`src/gla_pkg.sv`:
```
// ----------------------------------------------------------------------------
// gla_pkg
// Shared constants and codes for the G-code line assembler: buffer size,
// character codes the parser looks for, and the line status codes.
// ----------------------------------------------------------------------------
package gla_pkg;

  // Line buffer capacity in bytes, and the width of a count that can hold it
  localparam int LINE_CAPACITY = 256;
  localparam int FILL_W        = $clog2(LINE_CAPACITY + 1);

  // Characters of interest
  localparam logic [7:0] CH_NUL    = 8'h00;
  localparam logic [7:0] CH_TAB    = 8'h09;
  localparam logic [7:0] CH_LF     = 8'h0A;
  localparam logic [7:0] CH_CR     = 8'h0D;
  localparam logic [7:0] CH_SPACE  = 8'h20;
  localparam logic [7:0] CH_QUOTE  = 8'h22;
  localparam logic [7:0] CH_LPAREN = 8'h28;
  localparam logic [7:0] CH_RPAREN = 8'h29;
  localparam logic [7:0] CH_STAR   = 8'h2A;
  localparam logic [7:0] CH_ZERO   = 8'h30;
  localparam logic [7:0] CH_NINE   = 8'h39;
  localparam logic [7:0] CH_SEMI   = 8'h3B;
  localparam logic [7:0] CH_UPPER_N = 8'h4E;
  localparam logic [7:0] CH_LOWER_N = 8'h6E;
  localparam logic [7:0] CH_RX_ERR = 8'h7F;

  // Line end status codes
  typedef enum logic [2:0] {
    ST_OK       = 3'd0,
    ST_EMPTY    = 3'd1,
    ST_OVERFLOW = 3'd2,
    ST_RESEND   = 3'd3,
    ST_BAD_SUM  = 3'd4,
    ST_NO_SUM   = 3'd5
  } line_status_t;

endpackage

```
`src/gcode_line_assembler.sv`:
```
// ----------------------------------------------------------------------------
// gcode_line_assembler
// Byte-at-a-time G-code line parser: line number, comments, quoted strings,
// XOR checksum check, and line buffer store/index generation.
// ----------------------------------------------------------------------------
// Each result beat is registered and appears in the cycle after its input beat is accepted.
// Throughput: one byte per cycle unless the result stream stalls; each byte
//   is parsed by one pass of logic from state registers to output register.
// Reset (rst_n low, synchronous): parser idle, counts and sums cleared,
//   checksum_required cleared, output register empty.
// ----------------------------------------------------------------------------
module gcode_line_assembler (
  input  logic        clk,
  input  logic        rst_n,
  // configuration: checksum_required
  input  logic        cfg_wr_en,
  input  logic        cfg_wr_data,
  // input stream
  input  logic        in_tvalid,
  output logic        in_tready,
  input  logic [7:0]  in_tdata,   // [7:0] rx_byte
  input  logic        in_tuser,   // [0] at_top_level
  // result stream
  output logic        out_tvalid,
  input  logic        out_tready,
  output logic [63:0] out_tdata,  // [0] store_valid, [8:1] store_index,
                                  // [16:9] store_byte, [19:17] line_status,
                                  // [28:20] line_length, [60:29] line_number,
                                  // [63:61] zero
  output logic        out_tlast   // line_done
);
  import gla_pkg::*;

  typedef enum logic [2:0] {
    PS_IDLE    = 3'd0,
    PS_LNUM    = 3'd1,
    PS_WS      = 3'd2,
    PS_CMD     = 3'd3,
    PS_BRACKET = 3'd4,
    PS_QUOTE   = 3'd5,
    PS_SUM     = 3'd6,
    PS_DISCARD = 3'd7
  } parse_state_t;

  // Parser state
  parse_state_t      state_r, state_nxt, st_eff;
  logic [FILL_W-1:0] fill_r, fill_nxt;
  logic [7:0]        xor_r, xor_nxt;
  logic [7:0]        sum_r, sum_nxt;
  logic [31:0]       lnum_r, lnum_nxt;
  logic              saw_ln_r, saw_ln_nxt;
  logic              saw_sum_r, saw_sum_nxt;
  logic              cfg_sum_req_r;

  // Output register
  logic              out_valid_r;
  logic              st_valid_r, st_valid_nxt;
  logic [7:0]        st_index_r, st_index_nxt;
  logic [7:0]        st_byte_r, st_byte_nxt;
  logic              done_r, done_nxt;
  line_status_t      status_r, status_nxt;
  logic [8:0]        length_r, length_nxt;
  logic [31:0]       onum_r, onum_nxt;

  // Byte decode
  logic [7:0] c;
  logic [3:0] digit;
  logic       is_eol, is_space, is_n, is_dig, has_room, accept;

  assign c        = in_tdata;
  assign digit    = 4'(c - CH_ZERO);
  assign is_eol   = (c == CH_NUL) || (c == CH_LF) || (c == CH_CR);
  assign is_space = (c == CH_SPACE) || (c == CH_TAB);
  assign is_n     = (c == CH_UPPER_N) || (c == CH_LOWER_N);
  assign is_dig   = (c >= CH_ZERO) && (c <= CH_NINE);
  assign has_room = fill_r < FILL_W'(LINE_CAPACITY);

  // Take a new byte whenever the output register is free or being drained
  assign in_tready = !out_valid_r || out_tready;
  assign accept    = in_tvalid && in_tready;

  // Resolve the state that actually handles this byte (idle or line number
  // falls through whitespace into command text)
  always_comb begin
    st_eff = state_r;
    if (st_eff == PS_IDLE && !(is_n || is_space)) st_eff = PS_CMD;
    if (st_eff == PS_LNUM && !is_dig)             st_eff = PS_WS;
    if (st_eff == PS_WS && !is_space)             st_eff = PS_CMD;
  end

  // Parse one byte
  always_comb begin
    state_nxt    = state_r;
    fill_nxt     = fill_r;
    xor_nxt      = xor_r;
    sum_nxt      = sum_r;
    lnum_nxt     = lnum_r;
    saw_ln_nxt   = saw_ln_r;
    saw_sum_nxt  = saw_sum_r;
    st_valid_nxt = 1'b0;
    st_index_nxt = 8'd0;
    st_byte_nxt  = 8'd0;
    done_nxt     = 1'b0;
    status_nxt   = ST_OK;
    length_nxt   = 9'd0;
    onum_nxt     = 32'd0;

    if (is_eol) begin
      // End of line: report status and clear the line
      done_nxt   = 1'b1;
      length_nxt = 9'(fill_r);
      if (fill_r == '0) begin
        status_nxt = ST_EMPTY;
      end else if (!has_room) begin
        status_nxt = ST_OVERFLOW;
      end else if (saw_sum_r && (xor_r != sum_r)) begin
        if (saw_ln_r) begin
          status_nxt = ST_RESEND;
          onum_nxt   = lnum_r;
        end else begin
          status_nxt = ST_BAD_SUM;
        end
      end else if (cfg_sum_req_r && !saw_sum_r && in_tuser) begin
        status_nxt = ST_NO_SUM;
      end
      state_nxt   = PS_IDLE;
      fill_nxt    = '0;
      xor_nxt     = 8'd0;
      sum_nxt     = 8'd0;
      lnum_nxt    = 32'd0;
      saw_ln_nxt  = 1'b0;
      saw_sum_nxt = 1'b0;
    end else if (c == CH_RX_ERR && state_r != PS_DISCARD) begin
      // Receive error: drop the buffer contents and discard the rest
      fill_nxt  = '0;
      state_nxt = PS_DISCARD;
    end else begin
      state_nxt = st_eff;
      case (st_eff)
        PS_IDLE: begin
          xor_nxt = xor_r ^ c;
          if (is_n) begin
            saw_ln_nxt = 1'b1;
            lnum_nxt   = 32'd0;
            state_nxt  = PS_LNUM;
          end
        end
        PS_LNUM: begin
          xor_nxt  = xor_r ^ c;
          lnum_nxt = {lnum_r[28:0], 3'b000} + {lnum_r[30:0], 1'b0} + 32'(digit);
        end
        PS_WS: begin
          xor_nxt = xor_r ^ c;
        end
        PS_CMD: begin
          if (c == CH_STAR) begin
            sum_nxt     = 8'd0;
            saw_sum_nxt = 1'b1;
            state_nxt   = PS_SUM;
          end else if (c == CH_SEMI) begin
            state_nxt = PS_DISCARD;
          end else if (c == CH_LPAREN) begin
            xor_nxt   = xor_r ^ c;
            state_nxt = PS_BRACKET;
          end else begin
            xor_nxt = xor_r ^ c;
            if (has_room) begin
              st_valid_nxt = 1'b1;
              st_index_nxt = 8'(fill_r);
              st_byte_nxt  = c;
              fill_nxt     = fill_r + 1'b1;
            end
            if (c == CH_QUOTE) state_nxt = PS_QUOTE;
          end
        end
        PS_BRACKET: begin
          xor_nxt = xor_r ^ c;
          if (c == CH_RPAREN) state_nxt = PS_CMD;
        end
        PS_QUOTE: begin
          xor_nxt = xor_r ^ c;
          if (has_room) begin
            st_valid_nxt = 1'b1;
            st_index_nxt = 8'(fill_r);
            st_byte_nxt  = c;
            fill_nxt     = fill_r + 1'b1;
          end
          if (c == CH_QUOTE) state_nxt = PS_CMD;
        end
        PS_SUM: begin
          if (is_dig) begin
            sum_nxt = {sum_r[4:0], 3'b000} + {sum_r[6:0], 1'b0} + 8'(digit);
          end else begin
            state_nxt = PS_DISCARD;
          end
        end
        default: begin
          // discarding: drop everything up to the line end
        end
      endcase
    end
  end

  // Configuration register
  always_ff @(posedge clk) begin
    if (!rst_n) begin
      cfg_sum_req_r <= 1'b0;
    end else if (cfg_wr_en) begin
      cfg_sum_req_r <= cfg_wr_data;
    end
  end

  // Parser state and output valid
  always_ff @(posedge clk) begin
    if (!rst_n) begin
      state_r     <= PS_IDLE;
      fill_r      <= '0;
      xor_r       <= 8'd0;
      sum_r       <= 8'd0;
      lnum_r      <= 32'd0;
      saw_ln_r    <= 1'b0;
      saw_sum_r   <= 1'b0;
      out_valid_r <= 1'b0;
    end else begin
      if (accept) begin
        state_r   <= state_nxt;
        fill_r    <= fill_nxt;
        xor_r     <= xor_nxt;
        sum_r     <= sum_nxt;
        lnum_r    <= lnum_nxt;
        saw_ln_r  <= saw_ln_nxt;
        saw_sum_r <= saw_sum_nxt;
      end
      if (accept) begin
        out_valid_r <= 1'b1;
      end else if (out_tready) begin
        out_valid_r <= 1'b0;
      end
    end
  end

  // Result payload: load on each accepted beat, hold otherwise
  always_ff @(posedge clk) begin
    if (accept) begin
      st_valid_r <= st_valid_nxt;
      st_index_r <= st_index_nxt;
      st_byte_r  <= st_byte_nxt;
      done_r     <= done_nxt;
      status_r   <= status_nxt;
      length_r   <= length_nxt;
      onum_r     <= onum_nxt;
    end
  end

  assign out_tvalid = out_valid_r;
  assign out_tlast  = done_r;
  assign out_tdata  = {3'b000, onum_r, length_r, status_r, st_byte_r, st_index_r, st_valid_r};

  // Checks
  a_fill_bound: assert property (@(posedge clk) disable iff (!rst_n)
    fill_r <= FILL_W'(LINE_CAPACITY))
    else $error("fill count beyond line capacity");

  a_eol_clears: assert property (@(posedge clk) disable iff (!rst_n)
    accept && is_eol |=> state_r == PS_IDLE && fill_r == '0 && !saw_sum_r)
    else $error("line end did not clear the parser");

  a_done_no_store: assert property (@(posedge clk) disable iff (!rst_n)
    out_valid_r && done_r |-> !st_valid_r)
    else $error("line end beat also stores a byte");

  a_status_only_on_done: assert property (@(posedge clk) disable iff (!rst_n)
    out_valid_r && !done_r |-> status_r == ST_OK && length_r == 9'd0 && onum_r == 32'd0)
    else $error("line status reported without line end");

  a_resend_number: assert property (@(posedge clk) disable iff (!rst_n)
    out_valid_r && status_r != ST_RESEND |-> onum_r == 32'd0)
    else $error("line number reported without resend status");

endmodule

```
`config.mk`:
```
export PLATFORM = sky130hd
export DESIGN_NAME = gcode_line_assembler
export DESIGN_NICKNAME = d
export VERILOG_FILES = /design/src/gla_pkg.sv /design/src/gcode_line_assembler.sv
export SDC_FILE = /design/constraint.sdc
export NUM_CORES = 1
export LEC_CHECK = 0
export BUFFER_PORTS_ARGS = -buffer_cell sky130_fd_sc_hd__buf_2
export CAP_MARGIN = 25
export CORE_ASPECT_RATIO = 0.9
export CORE_MARGIN = 2
export CORE_UTILIZATION = 61
export DETAILED_ROUTE_END_ITERATION = 10
export PLACE_DENSITY = 0.82
export SETUP_SLACK_MARGIN = 0.05
export SLEW_MARGIN = 20
export SYNTH_ARGS = -nofsm -noshare
export SYNTH_HDL_FRONTEND = slang
export SYNTH_SLANG_ARGS = --single-unit
export TNS_END_PERCENT = 20
```
`constraint.sdc`:
```
create_clock -name clk -period 7.8 [get_ports clk]
set_input_delay 1.56 -clock clk [delete_from_list [all_inputs] [get_ports clk]]
set_output_delay 1.56 -clock clk [all_outputs]
set_load 0.02 [all_outputs]
```
==> impl_metrics.env <==
export IMPL_layout_nets=937
export IMPL_hold_end="lnum_r[29]$_SDFFE_PN0P_"
export IMPL_clock_fmax_mhz=237.6
export IMPL_yosys_top_cells_area="edfxtp_1, dfxtp_1, ha_1"
export IMPL_hold_ws_ps=480.8
export IMPL_placed_cells=989
export IMPL_synthCells=774
export IMPL_netlist_area_leader_share=0.2478
export IMPL_yosys_most_used_dff="dfxtp_1"
export IMPL_finish_instance_area_sq_um=8613
export IMPL_fin_crit_sh=0.5397
export IMPL_synth_top_family_by_area="simple AND/OR/NAND/NOR gates"
export IMPL_die_area_sq_um=13220
export IMPL_syn_area_sq_um=7513
export IMPL_finalHoldViolCount=0
export IMPL_synth_compound_area_frac=0.1510
export IMPL_rows=38
export IMPL_async_reset_ff_frac=0
export IMPL_dpl_cell_area_sq_um=8029
export IMPL_tns_ps=0
export IMPL_critPathLaunchType="primary input"
export IMPL_grt_pass1_wl_microns=28060
export IMPL_r2r_slack_ps=4590
export IMPL_irDropWorstVdd_mv=0.1834
export IMPL_grt_start_max_net_pins=67
export IMPL_area_growth_pct=14.64
export IMPL_crit_chain="buf_2 > fa_1 > inv_1 > fa_1 > nand2b_1 > a21o_1 > a211oi_1 > nor2_1 > a311o_1 > nand2_1 > mux2i_1 > o21ai_0"
export IMPL_htreeDepth=4
export IMPL_tightestPinTransition_ps=821.6
export IMPL_stdcell_count=1021
export IMPL_synth_most_common_cell="ha_1"
export IMPL_maxCapViolations=0
export IMPL_ant_nets=0
export IMPL_first_iter_violations=464
export IMPL_maxSlewHeadroom=0.4523
export IMPL_end_kind="flop"
export IMPL_reg2regPathDepth=9
export IMPL_hpwlAfterDp_microns=12140
export IMPL_grt_overflow=0
export IMPL_min_period_ps=4210
export IMPL_first_global_vias=5758
export IMPL_powerDensity_nw_per_um2=190.3
export IMPL_cts_hold_fix_buffers=0
export IMPL_synth_ff_latch_count=126
export IMPL_cts_buffers_inserted=17
export IMPL_fp_dieW_microns=121.0
export IMPL_via_per_inst=5.999
export IMPL_cts_root_buffer="clkbuf_16"
export IMPL_vias=6125
export IMPL_antenna_found_initial=0
export IMPL_worst_path_max_delay_cell="fa_1"
export IMPL_numClockSinks=126
export IMPL_drive_gt1_frac=0.1521
export IMPL_power_leakage_nw=3.721
export IMPL_status="complete, no violations"
export IMPL_synth_edff_count=62
export IMPL_synth_top_cell_by_area="edfxtp_1"
export IMPL_fp_dieH_microns=109.3
export IMPL_fin_util=0.7160
export IMPL_synth_xor_area_frac=0.05479
export IMPL_cts_resized=0
export IMPL_hold_path_cell_count=2
export IMPL_hold_path_class="reg -> reg"
export IMPL_io_pins=82
export IMPL_holdCritStartpoint="lnum_r[29]$_SDFFE_PN0P_"
export IMPL_fin_skew_ps=8.397
export IMPL_setup_viol=0
export IMPL_syn_area_per_cell_sq_um=9.707
export IMPL_clk_latency_ps=420
export IMPL_wl_per_cell_microns=16.63
export IMPL_arrival_ps=4500
export IMPL_ys_warn_count=0
export IMPL_synth_simple_area_share=0.2130
export IMPL_r2r_end="lnum_r[28]$_SDFFE_PN0P_"
export IMPL_worstPathRequired_ps=8100
export IMPL_maxSlewViolCount=0
export IMPL_post_cts_buffers=0
export IMPL_clock_path_buffers=2
export IMPL_critPathKind="in -> reg"
export IMPL_port_buffers=78
export IMPL_r2r_start="state_r[2]$_SDFFE_PN0P_"
export IMPL_synthAdderAreaFrac=0.1272
export IMPL_drt_wl_total_microns=16980
export IMPL_synth_seq_area_share=0.4183
export IMPL_slowest_delay_ps=580
export IMPL_synth_common_cells="ha_1, dfxtp_1, edfxtp_1, and2_1, nor2_1"
export IMPL_synth_area_mux_share=0.003997
export IMPL_timing_critical_path_from="in_tdata[3]"
export IMPL_rsz0062_at_grt="no"
export IMPL_critPathMaxFanout=12
export IMPL_core_area_sq_um=12030
export IMPL_cpMostUsedCell="fa_1"
export IMPL_place_ws_ps=3171
export IMPL_synth_cell_types=69
export IMPL_gp_congestion=0.8910
export IMPL_clkTransAtPathRegs_ps=60
export IMPL_cts_tree="yes"
export IMPL_drcViolationCount=0
export IMPL_grt_usage=0.2695
export IMPL_worst_slack_ps=3590
export IMPL_antennaDiodeCount=0
export IMPL_firstDrtPassIters=5
export IMPL_total_power_mw=1.639
export IMPL_start_util=0.6246
layout by cell type, fill, tap and decap left out, types with 7 or more instances in the layout:
master     netlist  routed
o21ai_0         39      39
o21a_1           7       7
nand2_1         52      52
xor2_1          19      19
a21o_1          12      12
nor3_1          15      14
buf_2            4      78
nand2b_1         7       7
nor2b_1         23      23
clkbuf_16        0      17
a22oi_1         16      16
edfxtp_1        62      62
and2_1          61      61
buf_4            4       7
nor2_1          53      53
nand4_1         10      10
nand3_1         37      37
xnor2_1         28      28
ha_1            70      70
a21oi_1         38      38
inv_1           25      24
and3_1           9       9
dfxtp_1         64      64
sequential cells by signal, summed over array words and instances (netlist names), 3 cells and up:
register / cells
lnum_r: 32
onum_r: 32
fill_r: 9
length_r: 9
st_byte_r: 8
st_index_r: 8
sum_r: 8
xor_r: 8
state_r: 3
status_r: 3
worst max path at each step:
stage / cells past startpoint / endpoint / slack [ps]
6_report: 12 / lnum_r[28]$_SDFFE_PN0P_ / 3590
5_1_grt: 12 / lnum_r[28]$_SDFFE_PN0P_ / 3420
4_1_cts: 12 / lnum_r[30]$_SDFFE_PN0P_ / 3620
3_5_place_dp: 12 / lnum_r[30]$_SDFFE_PN0P_ / 3170
3_3_place_gp: 12 / lnum_r[28]$_SDFFE_PN0P_ / 3280
2_1_floorplan: 8 / fill_r[7]$_SDFFE_PN0P_ / 3220
critical path: cells and delay by family:
kind / cells / cell delay, ps
AO/OA/AOI/OAI: 4 / 990
adder cells (fa/ha/maj): 2 / 1010
AND/OR/NAND/NOR: 3 / 500
buffers and inverters: 2 / 250
multiplexers: 1 / 190
power breakdown:
part | total, mW | switching (mW) | internal [mW]
Combinational | 0.126 | 0.0849 | 0.0409
Sequential | 0.733 | 0.0131 | 0.720
Clock | 0.780 | 0.299 | 0.481
Total | 1.64 | 0.397 | 1.24
area by class of cell:
cell class | count | area, sq um
Clock inverter | 12 | 137.6
Fill cell | 865 | 3416
Multi-Input combinational cell | 593 | 4149
Clock buffer | 20 | 446.7
Sequential cell | 126 | 3143
Tap cell | 160 | 200.2
Inverter | 25 | 93.84
Timing Repair Buffer | 85 | 442.9
layer usage:
metal  track usage  share of wire  wire [microns]  up-vias
met5             0              0               0        -
met4       0.08306          0.018             314        0
met3       0.06433          0.068            1153       38
met2        0.4370           0.47            7938      243
met1        0.3592           0.45            7573     2879
li1              -              -               -     2965
kinds of logic (layout without fill, tap and decap cells):
kind of cell | Yosys count | count (layout)
other | 1 | 3
buffers and inverters | 57 | 142
XOR/XNOR | 47 | 47
AO/OA/AOI/OAI | 166 | 166
flip-flops | 126 | 126
multiplexers | 3 | 3
adder cells (fa/ha/maj) | 74 | 74
AND/OR/NAND/NOR | 300 | 300
No activity file was read; power rests on OpenSTA's default activity.
